**src/rtl/core/euler_angles_to_quaternion_macros.svh**
```systemverilog
// Assertion macros shared by the Euler-to-quaternion RTL.
`ifndef EULER_ANGLES_TO_QUATERNION_MACROS_SVH
`define EULER_ANGLES_TO_QUATERNION_MACROS_SVH

`ifndef ASSERT_OFF

// Same-cycle implication, checked outside reset.
`define EAQ_ASSERT_IMPL(lbl, clk, rst, ante, cons, msg) \
  lbl: assert property (@(posedge clk) disable iff (rst) (ante) |-> (cons)) \
    else $error(msg);

// Next-cycle implication, checked outside reset.
`define EAQ_ASSERT_NEXT(lbl, clk, rst, ante, cons, msg) \
  lbl: assert property (@(posedge clk) disable iff (rst) (ante) |=> (cons)) \
    else $error(msg);

`else

`define EAQ_ASSERT_IMPL(lbl, clk, rst, ante, cons, msg)
`define EAQ_ASSERT_NEXT(lbl, clk, rst, ante, cons, msg)

`endif

`endif

```
**src/rtl/core/eaq_pkg.sv**
```systemverilog
// Types, constants and helper functions of the Euler-to-quaternion pipeline.
`timescale 1ns / 1ps
`default_nettype none

package eaq_pkg;

  localparam int ANGLE_BITS      = 16;
  localparam int SINE_TABLE_BITS = 10;
  localparam int OUT_FRAC_BITS   = 15;

  localparam int FIELD_W = 16;
  localparam int TBL_N   = 1 << SINE_TABLE_BITS;
  localparam int IDX_W   = SINE_TABLE_BITS + 1;
  localparam int TBL_W   = OUT_FRAC_BITS + 1;
  localparam int SC_W    = OUT_FRAC_BITS + 2;
  localparam int PROD_W  = 2 * OUT_FRAC_BITS + 2;
  localparam int ACC_W   = PROD_W + 1;
  localparam int OUT_W   = OUT_FRAC_BITS + 1;

  localparam logic [63:0] HALF_PI_Q60 = 64'h1921FB54442D1847;

  typedef struct packed {
    logic signed [FIELD_W-1:0] pitch_angle;
    logic signed [FIELD_W-1:0] yaw_angle;
    logic signed [FIELD_W-1:0] roll_angle;
  } angles_t;

  typedef struct packed {
    logic signed [OUT_W-1:0] quat_x;
    logic signed [OUT_W-1:0] quat_y;
    logic signed [OUT_W-1:0] quat_z;
    logic signed [OUT_W-1:0] quat_w;
  } quat_t;

  typedef struct packed {
    logic signed [SC_W-1:0] sin_v;
    logic signed [SC_W-1:0] cos_v;
  } sincos_t;

  typedef struct packed {
    logic signed [PROD_W-1:0] cpcy;
    logic signed [PROD_W-1:0] spsy;
    logic signed [PROD_W-1:0] spcy;
    logic signed [PROD_W-1:0] cpsy;
  } pair_t;

  typedef struct packed {
    logic signed [PROD_W-1:0] x_a;
    logic signed [PROD_W-1:0] x_b;
    logic signed [PROD_W-1:0] y_a;
    logic signed [PROD_W-1:0] y_b;
    logic signed [PROD_W-1:0] z_a;
    logic signed [PROD_W-1:0] z_b;
    logic signed [PROD_W-1:0] w_a;
    logic signed [PROD_W-1:0] w_b;
  } mix_t;

  // Q4.60 product, elaboration use only.
  function automatic logic [63:0] mul_q60(input logic [63:0] a, input logic [63:0] b);
    logic [127:0] p;
    p = {64'd0, a} * {64'd0, b};
    return p[123:60];
  endfunction

  // Quarter-wave sine entry i, Taylor series in Q60 then rounded to Q1.OUT_FRAC_BITS.
  function automatic logic [TBL_W-1:0] sine_entry(input int unsigned i);
    logic [63:0] fmask;
    logic [63:0] x;
    logic [63:0] x2;
    logic [63:0] term;
    logic [63:0] sum;
    logic [63:0] rnd;
    fmask = (64'd1 << SINE_TABLE_BITS) - 64'd1;
    x = (HALF_PI_Q60 >> SINE_TABLE_BITS) * 64'(i) +
        (((HALF_PI_Q60 & fmask) * 64'(i)) >> SINE_TABLE_BITS);
    x2 = mul_q60(x, x);
    term = x;
    sum = x;
    for (int k = 1; k <= 14; k++) begin
      term = mul_q60(term, x2) / 64'((2 * k) * (2 * k + 1));
      if (k[0]) begin
        sum = sum - term;
      end else begin
        sum = sum + term;
      end
    end
    rnd = (sum + (64'd1 << (59 - OUT_FRAC_BITS))) >> (60 - OUT_FRAC_BITS);
    return rnd[TBL_W-1:0];
  endfunction

  // Drop OUT_FRAC_BITS fraction bits, round to nearest, half away from zero.
  function automatic logic signed [ACC_W-1:0] round_frac(input logic signed [ACC_W-1:0] v);
    logic signed [ACC_W-1:0] bias;
    bias = $signed(ACC_W'(1) << (OUT_FRAC_BITS - 1)) - $signed(ACC_W'(v[ACC_W-1]));
    return (v + bias) >>> OUT_FRAC_BITS;
  endfunction

endpackage

`default_nettype wire

```
**src/rtl/core/eaq_pair_prod.sv**
```systemverilog
// Pitch/yaw pair products, registered; roll sine and cosine travel alongside.
`timescale 1ns / 1ps
`default_nettype none

module eaq_pair_prod (
  input  wire                     clk,
  input  wire                     en,
  input  wire eaq_pkg::sincos_t   pitch,
  input  wire eaq_pkg::sincos_t   yaw,
  input  wire eaq_pkg::sincos_t   roll,
  output eaq_pkg::pair_t          pr,
  output eaq_pkg::sincos_t        roll_q
);

  localparam int FULL_W = 2 * eaq_pkg::SC_W;
  localparam int PROD_W = eaq_pkg::PROD_W;

  logic signed [FULL_W-1:0] cpcy;
  logic signed [FULL_W-1:0] spsy;
  logic signed [FULL_W-1:0] spcy;
  logic signed [FULL_W-1:0] cpsy;

  assign cpcy = pitch.cos_v * yaw.cos_v;
  assign spsy = pitch.sin_v * yaw.sin_v;
  assign spcy = pitch.sin_v * yaw.cos_v;
  assign cpsy = pitch.cos_v * yaw.sin_v;

  // Magnitudes stay within 2^(2F), so the top bits are pure sign.
  always_ff @(posedge clk) begin
    if (en) begin
      pr.cpcy <= PROD_W'(cpcy);
      pr.spsy <= PROD_W'(spsy);
      pr.spcy <= PROD_W'(spcy);
      pr.cpsy <= PROD_W'(cpsy);
      roll_q  <= roll;
    end
  end

endmodule

`default_nettype wire

```
**config.mk**
```make
export PLATFORM = sky130hd
export DESIGN_NAME = eaq_pair_prod
export DESIGN_NICKNAME = d
export VERILOG_FILES = /design/src/rtl/core/euler_angles_to_quaternion_macros.svh /design/src/rtl/core/eaq_pkg.sv /design/src/rtl/core/eaq_pair_prod.sv
export SDC_FILE = /design/constraint.sdc
export NUM_CORES = 2
export LEC_CHECK = 0
export BUFFER_PORTS_ARGS = -buffer_cell sky130_fd_sc_hd__buf_2
export CORE_MARGIN = 4
export CORE_UTILIZATION = 45
export DETAILED_ROUTE_END_ITERATION = 8
export SETUP_SLACK_MARGIN = 0.2
export SLEW_MARGIN = 20
export SYNTH_ARGS = -nofsm -noshare
export SYNTH_HDL_FRONTEND = slang
export SYNTH_SLANG_ARGS = --single-unit
```
**constraint.sdc**
```tcl
create_clock -name clk -period 6.45 [get_ports clk]
set_clock_uncertainty 0.1 [all_clocks]
set_input_delay 0.645 -clock clk [delete_from_list [all_inputs] [get_ports clk]]
set_output_delay 0.645 -clock clk [all_outputs]
set_load 0.01 [all_outputs]
```
After elaboration in Yosys (flattened, before gate mapping)

Index checks and enable logic that the tools add are counted.

Input port bits: 104
Flip-flop bits (word level): 162
Output and inout port bits: 162

Multiply operators: 4

Operators by type and width:

| operator                                       | number |
|---|---|
| 17-bit by 17-bit multiplier with 32-bit output | 4 |

Longest topological paths before layout

Word-level depth: 1
Depth in mapped cells: 25
Gate-level depth less buffers: 24

Worst setup path before layout

Ideal clock, no wire load.

Path kind: in2reg
Start point: in yaw[8] (netlist name)
End point: reg pr[61] (netlist name) (data pin)
Data arrival time: 6.423 ns
Library setup time: 0.180 ns
Data required time: 6.170 ns
Stages on the path: 23
Path buffers: 2
Path slack: -0.253 ns
Path through: clkbuf_1 clkbuf_1 nand2_1 fa_1 inv_1 fa_1 inv_1 fa_1 inv_1 fa_1 fa_1 inv_1 fa_1 inv_1 ha_1 or3_1 a311o_1 a21oi_2 o21ai_1 o31ai_2 o211a_1 mux2_1 a221oi_1

Cells in the longest elaborated chain, start to end: 1

Ends and longest elaborated chain:

| item                                           | line                | text |
|---|---|---|
| start: declaration                             | eaq_pair_prod.sv:9  | `input wire eaq_pkg::sincos_t yaw,` |
| 17-bit by 17-bit multiplier with 32-bit output | eaq_pair_prod.sv:25 | `assign spcy = pitch.sin_v * yaw.cos_v;` |
| via spcy[29]                                   | eaq_pair_prod.sv:20 | `logic signed [FULL_W-1:0] spcy;` |
| end: declaration                               | eaq_pair_prod.sv:11 | `output eaq_pkg::pair_t pr,` |

The timed path passes the listed nets, and every way through them passes these cells.
A chain may end at the register's enable or synchronous reset.

Worst setup path in the final report

Start point: in yaw[2] (netlist name)
End point: reg pr[61] (netlist name) (data pin)

The elaborated chain is that of the path after synthesis.

==> metrics <==
status complete, no violations; Netlist cell types 62; all-layer global routing usage 22.3%; Worst Hold Class in -> reg; Slew Limit Fails 0; startpoint types primary input; Rows 118; GPL Wtd Cong approximately 0.85; CTS root buf clkbuf_16; Synth Instances ~4800; routed wire length 117000 microns; drt pass-1 iters 5; number of synthesized flops with an enable pin 162; Wirelength per Cell 17.0 microns; WP data arrival 6.40 ns; final net count a little over 7000; Synthesized Nets roughly 6400; commonest non-fill, non-tap cell in the layout inv_1; Synth top area share 48.2%; RSZ-0062 raised after global routing true; CP max FO 16; grt total ovfl 0; post-DP HPWL just under 100000 microns; Die ar. 109000 sq um; post-synthesis async set-or-reset flop share 0%; worst slew pin tran ~0.95 ns; hold path depth 1; Die Span X 331 microns; Worst Min Path Start roll[9]; worst rel slew slack approximately 36%; Mapped Area ~47000 sq um; fin crit period 6.16 ns; Die H 331 microns; Hold Vio Cnt, Final 0; Synth area leader fa_1; register bit total from synthesis 162; first-iteration detailed-routing DRC count 1766; initial core utilization 45.3%; Max Cap Viol 0; CP Capture Type register; Setup CP Type in -> reg; area grow syn2layout 19.2%; CTS H-tree depth 4; Ports 266; TritonCTS clock tree built; Endpoint, Worst Hold roll_q[9]; initial antenna violation count 9; post-route clock period utilization 95.5%; vias in the first global route 35227; commonest non-fill, non-tap cells in the layout inv_1, fa_1, and2_1, buf_4, nand2_1; Mapped Avg Cell Area 9.76 sq um; CTS max path bufs 2; drt drc 0; DR vias/cell 4.83; post-synthesis sequential area ratio about a tenth; layout cells sized above 1 18.6%; TNS Setup 0 ns; first-pass GRT wire length between 150000 and 200000 microns; largest net degree at the start of global routing 58; total CTS buffers 17; # hold bufs at CTS 0; antenna viol nets, final 0; clock-pin transition on the worst setup and hold timing paths 0.08 ns; Top FF cell, synth edfxtp_1; Via Count 33205; Area contributors post-synth fa_1, edfxtp_1, inv_1, ha_1, and2_1; Core Region roughly 100000 sq um; fmax 0.162 GHz; clk sink count 162; Ys Warns 0; Final setup viols 0; PortBufs 265; CP Data Required Time 6.69 ns
worst max-delay path, cell delays in order:
cell and delay, ns:
buf_2 0.17, buf_12 0.17, nand2_1 0.08, fa_1 0.59, fa_2 0.44, fa_1 0.52
inv_1 0.05, fa_1 0.48, fa_1 0.51, inv_1 0.05, fa_1 0.47, inv_1 0.04
ha_1 0.18, or3_1 0.31, a311o_1 0.32, a21oi_2 0.24, o21ai_2 0.12, o31ai_4 0.27
o211a_1 0.23, mux2_4 0.32, a221oi_2 0.20
metrics by stage:
step	cell area, sq um	hold slack [ns]	util [%]	instances	setup slack, ns
finish	55900	0.203	54.0	6877	0.288
global route	55900	0.166	54.0	6877	0.116
CTS	54900	0.148	53.0	6856	0.143
detailed placement	54200	0.724	52.3	6824	-0.739
global placement	54200	0.721	52.3	6824	-0.701
floorplan	47000	0.644	-	4803	-0.00683
cells by family (layout without fill, tap and decap cells):
| logic type | after synthesis | after routing | synth area share (%) |
|---|---|---|---|
| AO/OA/AOI/OAI | 271 | 271 | 3.95 |
| XOR/XNOR | 155 | 155 | 2.90 |
| adder cells (fa/ha/maj) | 1456 | 1456 | 57.0 |
| buffers and inverters | 1435 | 2124 | 11.5 |
| flip-flops | 162 | 162 | 10.4 |
| multiplexers | 3 | 3 | 0.0668 |
| other | 0 | 5 | 0 |
| AND/OR/NAND/NOR | 1321 | 1321 | 14.2 |
metal layers:
| layer | track usage [%] | wire length [microns] |
|---|---|---|
| met4 | 5.95 | 2570 |
| met3 | 2.74 | 5520 |
| met1 | 31.7 | 52400 |
| met5 | 0 | 33 |
| met2 | 36.3 | 56300 |
area by class of cell:
cell class	count	area [sq um]
Antenna cell	5	12.5
Clock buffer	17	425
Clock inverter	15	196
Fill cell	9382	47600
Inverter	1222	4590
Multi-Input combinational cell	3206	37200
Sequential cell	162	4860
Tap cell	1380	1730
Timing Repair Buffer	870	6840
registers in the layout (all words and copies together), names as in the netlist:
name / flops
pr: 128
roll_q: 34
cells in the mapped netlist, drive strengths merged (2+ instances only):
cell type / n
a2111oi: 8
a211o: 5
a211oi: 13
a21boi: 4
a21o: 62
a21oi: 69
a221oi: 4
a2bb2oi: 2
a311o: 2
a31oi: 11
and2: 582
and3: 10
and4: 2
clkbuf: 213
edfxtp: 162
fa: 1128
ha: 328
inv: 1221
mux2i: 2
nand2: 539
nand2b: 35
nand3: 11
nand4: 5
nor2: 91
nor2b: 13
nor3: 15
nor3b: 2
o211a: 2
o211ai: 3
o21a: 13
o21ai: 45
o21bai: 11
o221ai: 2
o31a: 2
o31ai: 4
or3: 11
xnor2: 116
xor2: 39
worst max path at each step:
stage | slack [ns] | endpoint | from
floorplan | -0.007 | pr[61] | yaw[10]
global placement | -0.70 | pr[60] | pitch[33]
detailed placement | -0.74 | pr[60] | pitch[33]
CTS | 0.14 | pr[60] | yaw[2]
global route | 0.12 | pr[124] | yaw[4]
finish | 0.29 | pr[61] | yaw[2]
repair_timing:
action	in CTS	in global routing
gates cloned	0	5
setup endpoints to repair	16	32
setup buffers	0	11
pin swaps	4	101
resized for setup	27	216
Power is left out: the tool's default activity adds up to more than one toggle a clock period on the data nets, which glitch-free logic cannot reach.
