[src/rtl/core/euler_angles_to_quaternion_macros.svh]
// Assertion macros shared by the Euler-to-quaternion RTL.
`ifndef EULER_ANGLES_TO_QUATERNION_MACROS_SVH
`define EULER_ANGLES_TO_QUATERNION_MACROS_SVH

`ifndef ASSERT_OFF

// Same-cycle implication, checked outside reset.
`define EAQ_ASSERT_IMPL(lbl, clk, rst, ante, cons, msg) \
  lbl: assert property (@(posedge clk) disable iff (rst) (ante) |-> (cons)) \
    else $error(msg);

// Next-cycle implication, checked outside reset.
`define EAQ_ASSERT_NEXT(lbl, clk, rst, ante, cons, msg) \
  lbl: assert property (@(posedge clk) disable iff (rst) (ante) |=> (cons)) \
    else $error(msg);

`else

`define EAQ_ASSERT_IMPL(lbl, clk, rst, ante, cons, msg)
`define EAQ_ASSERT_NEXT(lbl, clk, rst, ante, cons, msg)

`endif

`endif

[src/rtl/core/eaq_pkg.sv]
// Types, constants and helper functions of the Euler-to-quaternion pipeline.
`timescale 1ns / 1ps
`default_nettype none

package eaq_pkg;

  localparam int ANGLE_BITS      = 16;
  localparam int SINE_TABLE_BITS = 10;
  localparam int OUT_FRAC_BITS   = 15;

  localparam int FIELD_W = 16;
  localparam int TBL_N   = 1 << SINE_TABLE_BITS;
  localparam int IDX_W   = SINE_TABLE_BITS + 1;
  localparam int TBL_W   = OUT_FRAC_BITS + 1;
  localparam int SC_W    = OUT_FRAC_BITS + 2;
  localparam int PROD_W  = 2 * OUT_FRAC_BITS + 2;
  localparam int ACC_W   = PROD_W + 1;
  localparam int OUT_W   = OUT_FRAC_BITS + 1;

  localparam logic [63:0] HALF_PI_Q60 = 64'h1921FB54442D1847;

  typedef struct packed {
    logic signed [FIELD_W-1:0] pitch_angle;
    logic signed [FIELD_W-1:0] yaw_angle;
    logic signed [FIELD_W-1:0] roll_angle;
  } angles_t;

  typedef struct packed {
    logic signed [OUT_W-1:0] quat_x;
    logic signed [OUT_W-1:0] quat_y;
    logic signed [OUT_W-1:0] quat_z;
    logic signed [OUT_W-1:0] quat_w;
  } quat_t;

  typedef struct packed {
    logic signed [SC_W-1:0] sin_v;
    logic signed [SC_W-1:0] cos_v;
  } sincos_t;

  typedef struct packed {
    logic signed [PROD_W-1:0] cpcy;
    logic signed [PROD_W-1:0] spsy;
    logic signed [PROD_W-1:0] spcy;
    logic signed [PROD_W-1:0] cpsy;
  } pair_t;

  typedef struct packed {
    logic signed [PROD_W-1:0] x_a;
    logic signed [PROD_W-1:0] x_b;
    logic signed [PROD_W-1:0] y_a;
    logic signed [PROD_W-1:0] y_b;
    logic signed [PROD_W-1:0] z_a;
    logic signed [PROD_W-1:0] z_b;
    logic signed [PROD_W-1:0] w_a;
    logic signed [PROD_W-1:0] w_b;
  } mix_t;

  // Q4.60 product, elaboration use only.
  function automatic logic [63:0] mul_q60(input logic [63:0] a, input logic [63:0] b);
    logic [127:0] p;
    p = {64'd0, a} * {64'd0, b};
    return p[123:60];
  endfunction

  // Quarter-wave sine entry i, Taylor series in Q60 then rounded to Q1.OUT_FRAC_BITS.
  function automatic logic [TBL_W-1:0] sine_entry(input int unsigned i);
    logic [63:0] fmask;
    logic [63:0] x;
    logic [63:0] x2;
    logic [63:0] term;
    logic [63:0] sum;
    logic [63:0] rnd;
    fmask = (64'd1 << SINE_TABLE_BITS) - 64'd1;
    x = (HALF_PI_Q60 >> SINE_TABLE_BITS) * 64'(i) +
        (((HALF_PI_Q60 & fmask) * 64'(i)) >> SINE_TABLE_BITS);
    x2 = mul_q60(x, x);
    term = x;
    sum = x;
    for (int k = 1; k <= 14; k++) begin
      term = mul_q60(term, x2) / 64'((2 * k) * (2 * k + 1));
      if (k[0]) begin
        sum = sum - term;
      end else begin
        sum = sum + term;
      end
    end
    rnd = (sum + (64'd1 << (59 - OUT_FRAC_BITS))) >> (60 - OUT_FRAC_BITS);
    return rnd[TBL_W-1:0];
  endfunction

  // Drop OUT_FRAC_BITS fraction bits, round to nearest, half away from zero.
  function automatic logic signed [ACC_W-1:0] round_frac(input logic signed [ACC_W-1:0] v);
    logic signed [ACC_W-1:0] bias;
    bias = $signed(ACC_W'(1) << (OUT_FRAC_BITS - 1)) - $signed(ACC_W'(v[ACC_W-1]));
    return (v + bias) >>> OUT_FRAC_BITS;
  endfunction

endpackage

`default_nettype wire

[src/rtl/core/eaq_quat_out.sv]
// Final sums, rounding and saturation into the output register.
`timescale 1ns / 1ps
`default_nettype none

module eaq_quat_out (
  input  wire                   clk,
  input  wire                   en,
  input  wire eaq_pkg::mix_t    mix,
  output eaq_pkg::quat_t        quat
);

  localparam int ACC_W = eaq_pkg::ACC_W;
  localparam int OUT_W = eaq_pkg::OUT_W;
  localparam int F     = eaq_pkg::OUT_FRAC_BITS;

  localparam logic signed [ACC_W-1:0] SAT_HI = $signed((ACC_W'(1) << F) - ACC_W'(1));
  localparam logic signed [ACC_W-1:0] SAT_LO = $signed(-(ACC_W'(1) << F));

  logic signed [ACC_W-1:0] sx;
  logic signed [ACC_W-1:0] sy;
  logic signed [ACC_W-1:0] sz;
  logic signed [ACC_W-1:0] sw;

  function automatic logic signed [OUT_W-1:0] finish(input logic signed [ACC_W-1:0] v);
    logic signed [ACC_W-1:0] r;
    r = eaq_pkg::round_frac(v);
    if (r > SAT_HI) begin
      r = SAT_HI;
    end
    if (r < SAT_LO) begin
      r = SAT_LO;
    end
    return OUT_W'(r);
  endfunction

  assign sx = ACC_W'(mix.x_a) - ACC_W'(mix.x_b);
  assign sy = ACC_W'(mix.y_a) + ACC_W'(mix.y_b);
  assign sz = ACC_W'(mix.z_a) - ACC_W'(mix.z_b);
  assign sw = ACC_W'(mix.w_a) + ACC_W'(mix.w_b);

  always_ff @(posedge clk) begin
    if (en) begin
      quat.quat_x <= finish(sx);
      quat.quat_y <= finish(sy);
      quat.quat_z <= finish(sz);
      quat.quat_w <= finish(sw);
    end
  end

endmodule

`default_nettype wire

[config.mk]
export PLATFORM = sky130hd
export DESIGN_NAME = eaq_quat_out
export DESIGN_NICKNAME = d
export VERILOG_FILES = /design/src/rtl/core/euler_angles_to_quaternion_macros.svh /design/src/rtl/core/eaq_pkg.sv /design/src/rtl/core/eaq_quat_out.sv
export SDC_FILE = /design/constraint.sdc
export NUM_CORES = 1
export LEC_CHECK = 0
export ABC_AREA = 1
export BUFFER_PORTS_ARGS = -buffer_cell sky130_fd_sc_hd__buf_4
export CAP_MARGIN = 5
export CORE_ASPECT_RATIO = 1.25
export CORE_UTILIZATION = 53
export DETAILED_ROUTE_END_ITERATION = 12
export PLACE_DENSITY = 0.8
export SYNTH_ARGS = -nofsm -noshare
export SYNTH_HDL_FRONTEND = slang
export SYNTH_SLANG_ARGS = --single-unit
export TNS_END_PERCENT = 100
[constraint.sdc]
create_clock -name clk -period 3.4 [get_ports clk]
set_input_delay 0.34 -clock clk [delete_from_list [all_inputs] [get_ports clk]]
set_output_delay 0.34 -clock clk [all_outputs]
set_load 0.05 [all_outputs]
==> reports/metrics.yaml, run 1 <==
lastStage: "global routing (5_1_grt)"
gp_congestion: 0.9983
cts_max_level: 3
cts_buffers: 9
synth_seq_area_share_pct: 11.98
error_message: "[ERROR GRT-0232] Routing congestion too high. Check the congestion heatmap in the GUI."
die_w_um: 157.6
clock_sinks: 64
postSynthCellCount: 2795
ios: 322
dpl_cell_area_um2: 23870
clockBufferDepth: 2
synth-seq-cells: 64
postSynthAreaPerCell_um2: 5.741
ys_types: 57
overflow: 28
synth_top_area_share_pct: 21.57
die_y_um: 196.5
yosys_warnings: 0
hpwl_um: 50890
grt_max_degree: 65
initial_core_util_pct: 54.36
cts_hold_buf: 0
rows: 70
worst-ep-kind: "register input"
io_buffers: 321
grt_usage_pct: 67.75
synth_area_leaders: "nand2_1, ha_1, edfxtp_1, inv_1, nor2_1"
synth_top_cell_by_area: "nand2_1"
postGrtWorstEndpoint: "quat[24]$_SDFFCE_PP0P_/D"
root_buffer: "clkbuf_16"
outcome: "aborted with a tool error"
syn_area_um2: 16050
synthesis.nets: 3217
[synth_stat cells (all sizes together)]
| library cell | instances |
|---|---|
| a21o | 14 |
| buf | 9 |
| a41oi | 1 |
| a31o | 2 |
| nor2 | 334 |
| nand3b | 18 |
| or2 | 6 |
| nor4 | 3 |
| xnor2 | 20 |
| nor3b | 2 |
| and2 | 7 |
| a31oi | 5 |
| nand4 | 38 |
| and3 | 3 |
| a2111oi | 1 |
| o22ai | 2 |
| nand3 | 217 |
| and3b | 1 |
| xor2 | 89 |
| nand2 | 982 |
| clkinv | 1 |
| o21a | 8 |
| a21boi | 8 |
| a21oi | 198 |
| edfxtp | 64 |
| a211oi | 2 |
| o21ai | 79 |
| ha | 160 |
| o221ai | 1 |
| or3 | 1 |
| o221a | 1 |
| inv | 438 |
| o211ai | 3 |
| o21bai | 26 |
| nor3 | 47 |
| fa | 4 |
[routing by layer]
metal  global-route usage [%]  GRT overflow
met5                    32.35             1
met1                    66.69             4
met3                    53.98             0
met2                    86.08            12
met4                    60.45            11
[what timing repair did]
action / in CTS
gates cloned: 2
setup buffers: 12
resized for setup: 36
pin swaps: 18
setup endpoints to repair: 60
[kinds of logic after synthesis]
kind of cell / share of synthesized area [%]
AND/OR/NAND/NOR: 44.61
AO/OA/AOI/OAI: 13.42
XOR/XNOR: 6.090
buffers and inverters: 10.92
adder cells (fa/ha/maj): 12.98
flip-flops: 11.98
[metrics by stage]
step	setup WS [ns]	cells
after CTS	0.002029	4127
after detailed placement	-0.4314	4097
after global placement	-0.2368	4097
after floorplan	-0.06951	2795
==> inputs of run 2 (changes only) <==
--- a/config.mk
+++ b/config.mk
@@ -8,10 +8,9 @@
 export ABC_AREA = 1
 export BUFFER_PORTS_ARGS = -buffer_cell sky130_fd_sc_hd__buf_4
 export CAP_MARGIN = 5
-export CORE_ASPECT_RATIO = 1.25
-export CORE_UTILIZATION = 53
+export CORE_UTILIZATION = 40
 export DETAILED_ROUTE_END_ITERATION = 12
-export PLACE_DENSITY = 0.8
+export PLACE_DENSITY_LB_ADDON = 0.15
 export SYNTH_ARGS = -nofsm -noshare
 export SYNTH_HDL_FRONTEND = slang
 export SYNTH_SLANG_ARGS = --single-unit
==> constraint.sdc (replaced) <==
create_clock -name clk -period 4.4 [get_ports clk]
set_input_delay 0.44 -clock clk [delete_from_list [all_inputs] [get_ports clk]]
set_output_delay 0.44 -clock clk [all_outputs]
set_load 0.05 [all_outputs]
==> run 2 against run 1 <==
Against the previous run: the run now ends clean; synthesized cell count unchanged; area after synthesis unchanged.
==> reports/metrics.yaml, run 2 <==
hold_viol: 0
largest_reg_flops: 64
layout_common_cells: "nand2_1, inv_1, buf_4, nor2_1, nand3_1"
yosys_warnings: 0  # unchanged
tns_ns: 0
wl_per_cell_um: 13.98
end_kind: "register"
clock_sinks: 64  # unchanged
cts_max_level: 3  # unchanged
worstPathArrival_ns: 3.99
async_flop_share_pct: 0  # unchanged
cts_resized: 0  # -100%
synth_top_cell_by_area: "nand2_1"
synth_flop_cell: "edfxtp_1"
synth-seq-cells: 64  # unchanged
critical_path_required_ns: 4.49
path_clk_slew_ns: 0.06
drt_iter0_drc: 902
synth_edf_count: 64  # unchanged
finalWirelength_um: 51250
max_stage_delay_ns: 0.40
tightest_slew_ns: 0.7941
hp-class: "input port to register"
rows: 73  # +4.3%
synth_common_cells: "nand2_1, inv_1, nor2_1, nand3_1, ha_1"
pre_cts_slack_ns: 0.1292  # +0.5606 ns
coreArea_um2: 39640
antenna_found_initial: 0
power_density_nw_per_um2: 295.7
viasPerCell: 5.028
synthesis.nets: 3217  # unchanged
diodes: 0
drv_cap: 0
synth_top_area_share_pct: 21.57  # unchanged
io_buffers: 321  # unchanged
clockBufferDepth: 2  # unchanged
slew-limit-headroom_pct: 45.69
final_nets: 3557
slew_violations: 0
fin_crit_ns: 3.904
grt_pass1_vias: 17110
multi_input_area_um2: 12370
overflow: 0
top_register: "quat"
dr.pass1.iters: 6
cts_buffers: 9  # unchanged
outcome: "complete, no violations"
cts_tree: "done"
fmax_mhz: 256.2
layout-drive-gt1-share_pct: 17.26
crit_type: "input port to register"
grt_max_degree: 65
rsz0062_at_grt: "false"
die_w_um: 202.3  # +28%
synth.most_common_cell: "nand2_1"
hpwl_um: 44940  # -12%
initial_core_util_pct: 40.48  # -14 points
ios: 322  # unchanged
cp_max_fo: 17
cpMostUsedCell: "nand2_1"
power.leakage_nw: 10.45
slowest_stage: "fa_1"
postRouteAntennaNets: 0
syn_area_um2: 16050  # unchanged
gp_congestion: 0.9442  # -5.4%
dieArea_um2: 40920
fin_ws_ns: 0.4963
seqCellArea_um2: 1922
area_growth_pct: 21.26
root_buffer: "clkbuf_16"
final_common_cell: "nand2_1"
reg.largest.list: "quat: 64 flops"
postSynthCellCount: 2795  # unchanged
ir_drop_v: 0.0002312
synth_area_leaders: "nand2_1, ha_1, edfxtp_1, inv_1, nor2_1"
die_y_um: 202.3  # +2.9%
grt_first_pass_wirelength_um: 82610
grt_usage_pct: 24.49
num_vias: 18430
postSynthAreaPerCell_um2: 5.741  # unchanged
cts_hold_buf: 0  # unchanged
setup-violations-final: 0
worst_setup_path_start_kind: "input port"
ys_types: 57  # unchanged
cts_setup_buffers: 0  # -12
fillers: 4280
synth_seq_area_share_pct: 11.98  # unchanged
fin_crit_sh_pct: 88.72
drc: 0
## run 2: cell counts after synthesis
No cell type changed its count.
## run 2: worst max-delay path: cells and delay by family
kind,cells,cell delay (ns)
compound gates,3,0.47
buf+inv,4,0.46
simple gates,19,1.70
fa+ha+maj,3,0.92
## run 2: cell families (layout without fill, tap and decap cells)
| group | after synthesis | after routing | synth area share, % |
|---|---|---|---|
| simple gates | 1659 | 1659 | 44.61 |
| buf+inv | 448 | 793 | 10.92 |
| compound gates | 351 | 351 | 13.42 |
| fa+ha+maj | 164 | 164 | 12.98 |
| xor+xnor | 109 | 109 | 6.090 |
| flops | 64 | 64 | 11.98 |
## run 2: path summary, 6_finish.rpt
| check | slack [ns] | from | cells after the start | to |
|---|---|---|---|---|
| worst max-delay path | 0.50 | mix[224] | 29 | quat[62]$_SDFFCE_PP0P_ |
| worst min-delay path | 0.71 | en | 1 | quat[48]$_SDFFCE_PP0P_ |
## run 2: stage by stage
step | hold WS [ns] | utilization [%] | power [mW] | std cells | area (µm²)
after floorplan | 0.5525 | - | 3.870 | 2795 | 16050
after global placement | 0.9338 | 48.33 | 4.995 | 3649 | 19160
after detailed placement | 0.9317 | 48.33 | 5.026 | 3649 | 19160
after CTS | 0.7227 | 49.08 | 5.777 | 3665 | 19460
after global routing | 0.7572 | 49.08 | 6.267 | 3665 | 19460
final | 0.7052 | 49.08 | 5.753 | 3665 | 19460
## run 2: final cells by class
class | count | share of cell area [%]
sequential | 64 | 9.877
inverter | 439 | 8.469
tap | 525 | 3.376
multi-input combinational | 2283 | 63.58
clock buffer | 9 | 1.157
clock inverter | 7 | 0.3730
timing repair buffer | 338 | 13.17
## run 2: per-layer routing
metal | GRT usage (%) | vias to the layer above | wire length (µm)
li1 | - | 9679 | -
met1 | 32.54 | 8223 | 23930
met2 | 42.28 | 468 | 23830
met3 | 2.580 | 57 | 2518
met4 | 5.585 | 0 | 978
met5 | 0 | - | 0
## run 2: report_power, final
group | total [mW] | switching (mW) | internal (mW)
registers | 0.945 | 0.0806 | 0.865
clock network | 0.717 | 0.280 | 0.438
logic | 4.09 | 2.71 | 1.38
total | 5.75 | 3.07 | 2.68
No activity file was read; power rests on OpenSTA's default activity.
